$ cat src/rtl/tbeq_pkg.sv
// ----------------------------------------------------------------------------
// Three-band equalizer package
// Shared constants, register indexes and the controller command type.
// ----------------------------------------------------------------------------
package tbeq_pkg;

  // Register widths and fixed-point fractions.
  localparam int COEF_W    = 17;
  localparam int GAIN_W    = 16;
  localparam int COEF_FRAC = 16;
  localparam int GAIN_FRAC = 12;

  // The multiplier's second operand holds a coefficient or a gain plus a sign bit.
  localparam int MUL_B_W = COEF_W + 1;

  // Configuration port.
  localparam int CFG_IDX_W  = 3;
  localparam int CFG_DATA_W = COEF_W;

  localparam logic [CFG_IDX_W-1:0] REG_LOW_COEF  = 3'd0;
  localparam logic [CFG_IDX_W-1:0] REG_HIGH_COEF = 3'd1;
  localparam logic [CFG_IDX_W-1:0] REG_LOW_GAIN  = 3'd2;
  localparam logic [CFG_IDX_W-1:0] REG_MID_GAIN  = 3'd3;
  localparam logic [CFG_IDX_W-1:0] REG_HIGH_GAIN = 3'd4;

  // Register values after reset.
  localparam logic [COEF_W-1:0] LOW_COEF_RST  = 17'd8212;
  localparam logic [COEF_W-1:0] HIGH_COEF_RST = 17'd45707;
  localparam logic [GAIN_W-1:0] LOW_GAIN_RST  = 16'd6144;
  localparam logic [GAIN_W-1:0] MID_GAIN_RST  = 16'd3072;
  localparam logic [GAIN_W-1:0] HIGH_GAIN_RST = 16'd4096;

  // Band selected for a gain product.
  typedef enum logic [1:0] {
    BAND_LOW,
    BAND_MID,
    BAND_HIGH
  } band_t;

  // Commands from the controller to the datapath.
  typedef struct packed {
    logic       load;      // input transfer: latch sample, clear state on block start
    logic       pole_mul;  // multiply coefficient by (source - pole)
    logic       pole_upd;  // add the scaled product to the pole and saturate
    logic [2:0] pole_sel;  // bit 2 selects the high chain, bits 1:0 the stage
    logic       gain_mul;  // multiply a band by its gain
    band_t      gain_sel;
    logic       acc_first; // load the accumulator with the product
    logic       acc_add;   // add the product to the accumulator
    logic       finish;    // shift the delay line and load the output register
  } tbeq_cmd_t;

endpackage

$ cat src/rtl/tbeq_in_if.sv
// ----------------------------------------------------------------------------
// Three-band equalizer input channel
// Valid/ready channel carrying one audio sample and the block start flag.
// ----------------------------------------------------------------------------
interface tbeq_in_if #(
  parameter int SAMPLE_BITS = 16
) ();
  logic                          valid;
  logic                          ready;
  logic signed [SAMPLE_BITS-1:0] sample_in;
  logic                          block_start;

  modport source (output valid, output sample_in, output block_start, input ready);
  modport sink   (input valid, input sample_in, input block_start, output ready);
endinterface

$ cat src/rtl/tbeq_out_if.sv
// ----------------------------------------------------------------------------
// Three-band equalizer result channel
// Valid/ready channel carrying one equalized sample and its clip flag.
// ----------------------------------------------------------------------------
interface tbeq_out_if #(
  parameter int SAMPLE_BITS = 16
) ();
  logic                          valid;
  logic                          ready;
  logic signed [SAMPLE_BITS-1:0] sample_out;
  logic                          clipped;

  modport source (output valid, output sample_out, output clipped, input ready);
  modport sink   (input valid, input sample_out, input clipped, output ready);
endinterface

$ cat src/rtl/tbeq_cfg_if.sv
// ----------------------------------------------------------------------------
// Three-band equalizer configuration channel
// Valid/ready write channel carrying a register index and write data.
// ----------------------------------------------------------------------------
interface tbeq_cfg_if
  import tbeq_pkg::*;
();
  logic                  valid;
  logic                  ready;
  logic [CFG_IDX_W-1:0]  index;
  logic [CFG_DATA_W-1:0] data;

  modport source (output valid, output index, output data, input ready);
  modport sink   (input valid, input index, input data, output ready);
endinterface

$ cat src/rtl/tbeq_datapath.sv
// ----------------------------------------------------------------------------
// Three-band equalizer datapath
// Configuration registers, pole and delay state, one shared multiplier,
// the band accumulator and the saturating output register.
// ----------------------------------------------------------------------------
module tbeq_datapath
  import tbeq_pkg::*;
#(
  parameter int SAMPLE_BITS = 16,
  parameter int POLE_BITS   = 24
) (
  input  logic                          clk,
  input  logic                          rst_n,
  input  tbeq_cmd_t                     cmd,
  input  logic signed [SAMPLE_BITS-1:0] sample_in,
  input  logic                          block_start,
  input  logic                          cfg_we,
  input  logic [CFG_IDX_W-1:0]          cfg_index,
  input  logic [CFG_DATA_W-1:0]         cfg_data,
  output logic signed [SAMPLE_BITS-1:0] sample_out,
  output logic                          clipped
);

  localparam int GUARD  = POLE_BITS - SAMPLE_BITS;
  localparam int BW     = POLE_BITS + 2;      // band values and pole differences
  localparam int PW     = BW + MUL_B_W;       // product width
  localparam int SUMW   = POLE_BITS + 5;      // pole plus scaled product
  localparam int ACCW   = PW + 2;             // sum of three gain products
  localparam int OUT_SH = GAIN_FRAC + GUARD;

  // Configuration registers.
  logic [COEF_W-1:0] low_coef_r, high_coef_r;
  logic [GAIN_W-1:0] low_gain_r, mid_gain_r, high_gain_r;

  // Filter state: stages 0-3 form the low chain, stages 4-7 the high chain.
  logic signed [POLE_BITS-1:0]   pole_r [8];
  logic signed [SAMPLE_BITS-1:0] dly_r  [3];
  logic signed [SAMPLE_BITS-1:0] x_r;
  logic signed [POLE_BITS-1:0]   src_r;

  // Arithmetic registers.
  logic signed [PW-1:0]   prod_r;
  logic signed [ACCW-1:0] acc_r;
  logic signed [SAMPLE_BITS-1:0] sample_out_r;
  logic                          clipped_r;

  logic signed [POLE_BITS-1:0] xp, dly_p, src, pole_cur, newp;
  logic signed [BW-1:0]        diff, band_lo, band_mid, band_hi, ma;
  logic signed [MUL_B_W-1:0]   mb;
  logic signed [PW-1:0]        prod;
  logic [COEF_W-1:0]           coef_sel;
  logic signed [SUMW-1:0]      shd, psum;
  logic [SUMW-POLE_BITS:0]     ptop;
  logic                        povf;
  logic signed [ACCW-1:0]      accs;
  logic [ACCW-SAMPLE_BITS:0]   otop;
  logic                        oovf;
  logic signed [SAMPLE_BITS-1:0] osat;

  // Bring the sample and the delayed sample to pole scale.
  if (GUARD >= 0) begin : g_scale_up
    assign xp    = POLE_BITS'(x_r) <<< GUARD;
    assign dly_p = POLE_BITS'(dly_r[2]) <<< GUARD;
  end else begin : g_scale_down
    assign xp    = POLE_BITS'(x_r >>> (-GUARD));
    assign dly_p = POLE_BITS'(dly_r[2] >>> (-GUARD));
  end

  // Stage input: the scaled sample for the first stage, else the previous pole.
  assign src      = (cmd.pole_sel[1:0] == 2'd0) ? xp : src_r;
  assign pole_cur = pole_r[cmd.pole_sel];
  assign diff     = BW'(src) - BW'(pole_cur);
  assign coef_sel = cmd.pole_sel[2] ? high_coef_r : low_coef_r;

  // Band values at pole scale.
  assign band_lo  = BW'(pole_r[3]);
  assign band_hi  = BW'(dly_p) - BW'(pole_r[7]);
  assign band_mid = BW'(dly_p) - band_lo - band_hi;

  // Operand selection for the shared multiplier.
  always_comb begin
    ma = diff;
    mb = signed'(MUL_B_W'(coef_sel));
    if (cmd.gain_mul) begin
      unique case (cmd.gain_sel)
        BAND_LOW: begin
          ma = band_lo;
          mb = signed'(MUL_B_W'(low_gain_r));
        end
        BAND_MID: begin
          ma = band_mid;
          mb = signed'(MUL_B_W'(mid_gain_r));
        end
        BAND_HIGH: begin
          ma = band_hi;
          mb = signed'(MUL_B_W'(high_gain_r));
        end
        default: begin
          ma = band_lo;
          mb = signed'(MUL_B_W'(low_gain_r));
        end
      endcase
    end
  end

  assign prod = PW'(ma) * PW'(mb);

  // Pole update with saturation to the pole range.
  assign shd  = SUMW'(prod_r >>> COEF_FRAC);
  assign psum = SUMW'(pole_cur) + shd;
  assign ptop = psum[SUMW-1:POLE_BITS-1];
  assign povf = !((&ptop) || (~|ptop));
  assign newp = !povf ? psum[POLE_BITS-1:0] :
                psum[SUMW-1] ? {1'b1, {(POLE_BITS-1){1'b0}}} :
                               {1'b0, {(POLE_BITS-1){1'b1}}};

  // Output scaling with saturation to the sample range.
  assign accs = acc_r >>> OUT_SH;
  assign otop = accs[ACCW-1:SAMPLE_BITS-1];
  assign oovf = !((&otop) || (~|otop));
  assign osat = !oovf ? accs[SAMPLE_BITS-1:0] :
                accs[ACCW-1] ? {1'b1, {(SAMPLE_BITS-1){1'b0}}} :
                               {1'b0, {(SAMPLE_BITS-1){1'b1}}};

  // Configuration registers; unknown indexes are ignored.
  always_ff @(posedge clk) begin
    if (!rst_n) begin
      low_coef_r  <= LOW_COEF_RST;
      high_coef_r <= HIGH_COEF_RST;
      low_gain_r  <= LOW_GAIN_RST;
      mid_gain_r  <= MID_GAIN_RST;
      high_gain_r <= HIGH_GAIN_RST;
    end else if (cfg_we) begin
      unique case (cfg_index)
        REG_LOW_COEF:  low_coef_r  <= cfg_data;
        REG_HIGH_COEF: high_coef_r <= cfg_data;
        REG_LOW_GAIN:  low_gain_r  <= cfg_data[GAIN_W-1:0];
        REG_MID_GAIN:  mid_gain_r  <= cfg_data[GAIN_W-1:0];
        REG_HIGH_GAIN: high_gain_r <= cfg_data[GAIN_W-1:0];
        default: ;
      endcase
    end
  end

  // Filter and delay state, cleared at reset and at a block start.
  always_ff @(posedge clk) begin
    if (!rst_n || (cmd.load && block_start)) begin
      for (int i = 0; i < 8; i++) pole_r[i] <= '0;
      for (int i = 0; i < 3; i++) dly_r[i] <= '0;
    end else begin
      if (cmd.pole_upd) begin
        pole_r[cmd.pole_sel] <= newp;
      end
      if (cmd.finish) begin
        dly_r[2] <= dly_r[1];
        dly_r[1] <= dly_r[0];
        dly_r[0] <= x_r;
      end
    end
  end

  // Sample latch, multiplier, accumulator and output register.
  always_ff @(posedge clk) begin
    if (cmd.load) begin
      x_r <= sample_in;
    end
    if (cmd.pole_upd) begin
      src_r <= newp;
    end
    if (cmd.pole_mul || cmd.gain_mul) begin
      prod_r <= prod;
    end
    if (cmd.acc_add) begin
      acc_r <= cmd.acc_first ? ACCW'(prod_r) : acc_r + ACCW'(prod_r);
    end
    if (cmd.finish) begin
      sample_out_r <= osat;
      clipped_r    <= oovf;
    end
  end

  assign sample_out = sample_out_r;
  assign clipped    = clipped_r;

endmodule

$ cat src/rtl/tbeq_ctrl.sv
// ----------------------------------------------------------------------------
// Three-band equalizer controller
// Sequences the eight pole stages and three gain products over the shared
// multiplier and owns the input and result handshakes.
// ----------------------------------------------------------------------------
module tbeq_ctrl
  import tbeq_pkg::*;
(
  input  logic      clk,
  input  logic      rst_n,
  input  logic      in_valid,
  output logic      in_ready,
  output logic      out_valid,
  input  logic      out_ready,
  output tbeq_cmd_t cmd
);

  typedef enum logic [1:0] {
    S_IDLE,
    S_CHAIN,
    S_GAIN,
    S_FINISH
  } state_t;

  state_t     state_r, state_nxt;
  logic [3:0] cnt_r, cnt_nxt;
  logic       out_valid_r, out_valid_nxt;
  logic       fin_go;

  assign in_ready  = (state_r == S_IDLE);
  assign out_valid = out_valid_r;

  // The output register is free once its result has been taken.
  assign fin_go = (state_r == S_FINISH) && (!out_valid_r || out_ready);

  // Datapath commands decoded from state and step count.
  always_comb begin
    cmd           = '0;
    cmd.load      = in_valid && in_ready;
    cmd.pole_sel  = cnt_r[3:1];
    cmd.gain_sel  = band_t'(cnt_r[1:0]);
    cmd.pole_mul  = (state_r == S_CHAIN) && !cnt_r[0];
    cmd.pole_upd  = (state_r == S_CHAIN) && cnt_r[0];
    cmd.gain_mul  = (state_r == S_GAIN) && (cnt_r[1:0] != 2'd3);
    cmd.acc_add   = (state_r == S_GAIN) && (cnt_r[1:0] != 2'd0);
    cmd.acc_first = (cnt_r[1:0] == 2'd1);
    cmd.finish    = fin_go;
  end

  // Next state, step count and result valid.
  always_comb begin
    state_nxt     = state_r;
    cnt_nxt       = cnt_r;
    out_valid_nxt = out_valid_r;
    if (out_ready) begin
      out_valid_nxt = 1'b0;
    end
    unique case (state_r)
      S_IDLE: begin
        cnt_nxt = '0;
        if (in_valid) begin
          state_nxt = S_CHAIN;
        end
      end
      S_CHAIN: begin
        cnt_nxt = cnt_r + 4'd1;
        if (cnt_r == 4'd15) begin
          state_nxt = S_GAIN;
        end
      end
      S_GAIN: begin
        cnt_nxt = cnt_r + 4'd1;
        if (cnt_r[1:0] == 2'd3) begin
          state_nxt = S_FINISH;
        end
      end
      S_FINISH: begin
        if (fin_go) begin
          out_valid_nxt = 1'b1;
          state_nxt     = S_IDLE;
        end
      end
      default: state_nxt = S_IDLE;
    endcase
  end

  always_ff @(posedge clk) begin
    if (!rst_n) begin
      state_r     <= S_IDLE;
      cnt_r       <= '0;
      out_valid_r <= 1'b0;
    end else begin
      state_r     <= state_nxt;
      cnt_r       <= cnt_nxt;
      out_valid_r <= out_valid_nxt;
    end
  end

  // The shared multiplier never serves a pole and a gain in the same cycle.
  a_one_mul: assert property (@(posedge clk) disable iff (!rst_n)
    !(cmd.pole_mul && cmd.gain_mul))
    else $error("pole and gain products requested together");

  // Every pole product is followed by the update of the same stage.
  a_mul_upd: assert property (@(posedge clk) disable iff (!rst_n)
    cmd.pole_mul |=> cmd.pole_upd && (cmd.pole_sel == $past(cmd.pole_sel)))
    else $error("pole product not followed by its update");

  // A finished item always shows up as a pending result.
  a_fin_valid: assert property (@(posedge clk) disable iff (!rst_n)
    cmd.finish |=> out_valid_r)
    else $error("finished item did not raise result valid");

  // No second item is taken while one is in flight.
  a_busy: assert property (@(posedge clk) disable iff (!rst_n)
    cmd.load |=> !in_ready)
    else $error("input accepted while busy");

endmodule

$ cat src/rtl/three_band_equalizer.sv
// ----------------------------------------------------------------------------
// Three-band equalizer
// Low, mid and high bands from two chains of four one-pole stages, gain per
// band, summed and saturated with a clip flag.
// ----------------------------------------------------------------------------
// From its input transfer until the block is ready for the next sample, each
// sample passes through a multiply step and an update step for each of the
// eight pole stages, the gain steps for the three gain products and their
// accumulation, a step to load the output register and the idle state that
// takes the next sample. The single shared multiplier makes these steps run
// in sequence. A result waits in the output register while the next sample is
// already being processed; the block stalls only in its finish state if that
// register is still occupied. A sample with block_start set clears all pole
// and delay state before it is filtered; the configuration registers keep
// their values. Configuration writes are always taken and should be made
// while no sample is in flight.
module three_band_equalizer
  import tbeq_pkg::*;
#(
  parameter int SAMPLE_BITS = 16,
  parameter int POLE_BITS   = 24
) (
  input logic   clk,
  input logic   rst_n,
  tbeq_in_if.sink    in_ch,
  tbeq_out_if.source out_ch,
  tbeq_cfg_if.sink   cfg_ch
);

  tbeq_cmd_t cmd;

  // Configuration writes are always accepted.
  assign cfg_ch.ready = 1'b1;

  tbeq_ctrl u_ctrl (
    .clk       (clk),
    .rst_n     (rst_n),
    .in_valid  (in_ch.valid),
    .in_ready  (in_ch.ready),
    .out_valid (out_ch.valid),
    .out_ready (out_ch.ready),
    .cmd       (cmd)
  );

  tbeq_datapath #(
    .SAMPLE_BITS (SAMPLE_BITS),
    .POLE_BITS   (POLE_BITS)
  ) u_datapath (
    .clk         (clk),
    .rst_n       (rst_n),
    .cmd         (cmd),
    .sample_in   (in_ch.sample_in),
    .block_start (in_ch.block_start),
    .cfg_we      (cfg_ch.valid),
    .cfg_index   (cfg_ch.index),
    .cfg_data    (cfg_ch.data),
    .sample_out  (out_ch.sample_out),
    .clipped     (out_ch.clipped)
  );

endmodule

$ cat src/flat_wrapper.sv
// flat-port wrapper written by rule: the top's interface ports become plain ports
module three_band_equalizer_flat import tbeq_pkg::*;
#(
  parameter int SAMPLE_BITS = 16,
  parameter int POLE_BITS   = 24
)
  (clk, rst_n, in_ch_valid, in_ch_sample_in, in_ch_block_start, in_ch_ready, out_ch_valid, out_ch_sample_out, out_ch_clipped, out_ch_ready, cfg_ch_valid, cfg_ch_index, cfg_ch_data, cfg_ch_ready);
  tbeq_in_if #(.SAMPLE_BITS(SAMPLE_BITS)) in_ch_i ();
  tbeq_out_if #(.SAMPLE_BITS(SAMPLE_BITS)) out_ch_i ();
  tbeq_cfg_if cfg_ch_i ();
  input logic clk;
  input logic rst_n;
  input wire logic [$bits(in_ch_i.valid)-1:0] in_ch_valid;
  input wire logic [$bits(in_ch_i.sample_in)-1:0] in_ch_sample_in;
  input wire logic [$bits(in_ch_i.block_start)-1:0] in_ch_block_start;
  output wire logic [$bits(in_ch_i.ready)-1:0] in_ch_ready;
  output wire logic [$bits(out_ch_i.valid)-1:0] out_ch_valid;
  output wire logic [$bits(out_ch_i.sample_out)-1:0] out_ch_sample_out;
  output wire logic [$bits(out_ch_i.clipped)-1:0] out_ch_clipped;
  input wire logic [$bits(out_ch_i.ready)-1:0] out_ch_ready;
  input wire logic [$bits(cfg_ch_i.valid)-1:0] cfg_ch_valid;
  input wire logic [$bits(cfg_ch_i.index)-1:0] cfg_ch_index;
  input wire logic [$bits(cfg_ch_i.data)-1:0] cfg_ch_data;
  output wire logic [$bits(cfg_ch_i.ready)-1:0] cfg_ch_ready;
  assign in_ch_i.valid = in_ch_valid;
  assign in_ch_i.sample_in = in_ch_sample_in;
  assign in_ch_i.block_start = in_ch_block_start;
  assign in_ch_ready = in_ch_i.ready;
  assign out_ch_valid = out_ch_i.valid;
  assign out_ch_sample_out = out_ch_i.sample_out;
  assign out_ch_clipped = out_ch_i.clipped;
  assign out_ch_i.ready = out_ch_ready;
  assign cfg_ch_i.valid = cfg_ch_valid;
  assign cfg_ch_i.index = cfg_ch_index;
  assign cfg_ch_i.data = cfg_ch_data;
  assign cfg_ch_ready = cfg_ch_i.ready;
  three_band_equalizer #(.SAMPLE_BITS(SAMPLE_BITS), .POLE_BITS(POLE_BITS)) u_core (.clk(clk), .rst_n(rst_n), .in_ch(in_ch_i), .out_ch(out_ch_i), .cfg_ch(cfg_ch_i));
endmodule
$ cat config.mk
export PLATFORM = sky130hd
export DESIGN_NAME = three_band_equalizer_flat
export DESIGN_NICKNAME = d
export VERILOG_FILES = /design/src/rtl/tbeq_pkg.sv /design/src/rtl/tbeq_in_if.sv /design/src/rtl/tbeq_out_if.sv /design/src/rtl/tbeq_cfg_if.sv /design/src/rtl/tbeq_datapath.sv /design/src/rtl/tbeq_ctrl.sv /design/src/rtl/three_band_equalizer.sv /design/src/flat_wrapper.sv
export SDC_FILE = /design/constraint.sdc
export NUM_CORES = 2
export LEC_CHECK = 0
export ABC_AREA = 1
export BUFFER_PORTS_ARGS = -buffer_cell sky130_fd_sc_hd__buf_2
export CAP_MARGIN = 20
export CORE_MARGIN = 8
export CORE_UTILIZATION = 65
export DETAILED_ROUTE_END_ITERATION = 10
export GPL_ROUTABILITY_DRIVEN = 0
export GPL_TIMING_DRIVEN = 0
export PLACE_DENSITY_LB_ADDON = 0.05
export RECOVER_POWER = 100
export SLEW_MARGIN = 25
export SYNTH_ARGS = -nofsm -noshare
export SYNTH_HDL_FRONTEND = slang
export SYNTH_SLANG_ARGS = --single-unit
$ cat constraint.sdc
create_clock -name clk -period 13.2 [get_ports clk]
set_input_delay 0.66 -clock clk [delete_from_list [all_inputs] [get_ports clk]]
set_output_delay 0.66 -clock clk [all_outputs]
set_load 0.01 [all_outputs]
==> results_dict.tcl <==
set metrics [dict create \
    postSynthCellCount 5894 \
    h-tree-depth 2 \
    synth_area_per_cell_sq_um 7.90 \
    fp.dieArea_sq_um 80500 \
    slew-limit-headroom_pct -63.7 \
    firstDrtPassIters 9 \
    grt_max_degree 33 \
    cp_data_arrival_time_ps 12580 \
    synthFlopType "edfxtp_1" \
    status "finished with violations" \
    die_w_um 284 \
    ctsHoldBuffers 0 \
    row_count 98 \
    crit_path_end_kind "register" \
    finalClockSkew_ps 60.9 \
    path_clk_slew_ps 60 \
    synth_cell_type_count 45 \
    nets 6762 \
    setup_viol 0 \
    insertion_delay_ps 690 \
    synth-edff-count 387 \
    area_growth_pct 6.93 \
    post_drt_wl_per_cell_um 22.6 \
    cap_violations 5 \
    synth_top_area_cell "edfxtp_1" \
    ys_seq_area_share_pct 28.9 \
    tritoncts "yes" \
    grt-ovfl-total 0 \
    cp_data_required_time_ps 13580 \
    vias 42621 \
    postLayoutCoreUtil_pct 69.9 \
    tightest_slew_ps 2430 \
    ys_warn_count 0 \
    finalWirelength_um 158000 \
    drcViolationCount 0 \
    clock_path_buffers 3 \
    place_inst 6910 \
    drt-initial-drc-count 5702 \
    root_buffer "clkbuf_16" \
    finalMaxSlewViolations 85 \
    start_kind "register" \
    ctsResizeCount 0 \
    portBuffers 60 \
    ys_ff_latch 479 \
    crit_type "reg2reg" \
    rrSetupSlack_ps 1010 \
    fp.coreArea_sq_um 71200 \
    syn-num-nets 6642 \
    die_h_um 284 \
    num-fill-cells 5893 \
    numClockSinks 479 \
    async_flop_share_pct 0 \
    vias_per_cell 6.08 \
    multi_input_area_sq_um 28100 \
    tns_ps 0 \
    slowest_stage "o21ai_0" \
    layout.cells.non_filler 7009 \
    drive_gt1_share_pct 3.39 \
    worst-path-max-fanout 10 \
    grt_pass1_wl_um 238000 \
    place_hpwl_um 127000 \
    hold_slack_ps 149 \
    cts_setup_buffers 0 \
    hold_path.class "in2reg" \
    finalCritPeriodShare_pct 92.4 \
    regArea_sq_um 13500 \
    syn_area_sq_um 46600 \
    numCtsBuffers 52 \
    synth.top_cell.area_share_pct 25.0 \
    max_freq_ghz 0.0820 \
    grt_use_total_pct 38.5 \
    violations "max-capacitance violations, max-slew violations" \
    postRouteAntennaNets 0 \
    max_stage_delay_ps 1370 \
    antenna_found_initial 4 \
    rsz0062_at_grt "no" \
    yosys-top-cells-area "edfxtp_1 (25%), fa_1 (19%), inv_1 (9.0%), nand2_1 (8.6%), ha_1 (7.0%)" \
    period_needed_ps 12190 \
    grt_pass1_vias 40486 \
    hold_violations 0 \
    io_pins 62 \
    start_util_pct 65.4 \
]
## through the flow
step	worst slack (ps)	cell area (sq um)
after floorplan	4250	46600
after global placement	1870	48100
after detailed placement	1980	48200
after CTS	1940	49900
after global routing	784	49800
final	1010	49800
## metal layers
metal	track usage, %	part of all wire, %
met1	51.0	37
met4	21.5	7.3
met5	0	0.020
met3	14.5	16
met2	54.0	40
## critical path, delay by kind of cell, from the launching register on
kind	cells	cell delay, ps
fa+ha+maj	9	4000
compound gates	6	3000
simple gates	12	2290
buf+inv	8	1780
xor+xnor	1	440
flops	1	400
## kinds of logic (layout without fill, tap and decap cells)
family | Yosys count | count (layout) | synth area share [%]
simple gates | 2201 | 2201 | 19.2
buf+inv | 1328 | 1489 | 10.9
compound gates | 1052 | 1052 | 12.4
fa+ha+maj | 706 | 706 | 26.2
flops | 479 | 479 | 28.9
xor+xnor | 113 | 113 | 2.13
mux | 14 | 14 | 0.301
other cells | 1 | 5 | 0.00805
## cell type report
type	instances	area share, %
multi-input cells	4087	56.4
flip-flops and latches	479	27.0
inverters	1125	8.48
clock buffers	62	2.74
well taps	950	2.39
plain buffers	203	1.60
clock inverters	33	0.741
repair buffers	66	0.616
diodes	4	0.0201
## path summary, 6_finish.rpt
kind                                                       from                              end  depth (start not counted)
worst max register to register                         register     u_core.u_datapath.prod_r[36]                         36
worst max-delay path                                   register     u_core.u_datapath.prod_r[36]                         36
worst min-delay path                         in_ch_sample_in[0]         u_core.u_datapath.x_r[0]                          1
worst min register to register  u_core.u_datapath.mid_gain_r[9]  u_core.u_datapath.mid_gain_r[9]                          2
## state kept, by name, summed over array words and instances (netlist names), 17 cells and up, named ones only
name and flops:
u_core.u_datapath.low_coef_r 17, u_core.u_datapath.dly_r 48, u_core.u_datapath.acc_r 46, u_core.u_datapath.high_coef_r 17, u_core.u_datapath.pole_r 192, u_core.u_datapath.prod_r 44, u_core.u_datapath.src_r 24
## synthesized netlist by cell type (all sizes together) (51+ instances only)
cell type and number:
clkbuf 152, xor2 65, nand3 260, nand2 1093, ha 260, a21oi 478, inv 1117, nor2 717
o21ai 388, dfxtp 92, fa 446, buf 51, edfxtp 387
## cells in the final DEF (no fill, tap or decap), types with 6 or more instances in the layout
cell type	instances
and2_1	12
ha_1	260
fa_1	446
edfxtp_1	387
nor3_1	27
nand3_1	260
a21oi_1	478
o21ai_0	369
buf_1	9
mux2i_1	14
nand2_2	22
or2_2	32
dfxtp_1	92
clkbuf_1	209
inv_1	1115
nor2_1	716
xor2_1	65
clkinv_2	7
nand2_1	1071
nand4_1	34
o21a_1	15
a21o_1	17
o21ai_2	9
clkinv_1	15
o221ai_1	7
o32ai_1	47
o21bai_1	15
clkbuf_16	52
buf_4	6
nor4_1	13
a21boi_0	13
nand3b_1	7
a31oi_1	30
o21ai_1	10
o211ai_1	25
buf_2	50
xnor2_1	48
Power is left out: the tool's default activity adds up to more than one toggle a clock period on the data nets, which glitch-free logic cannot reach.
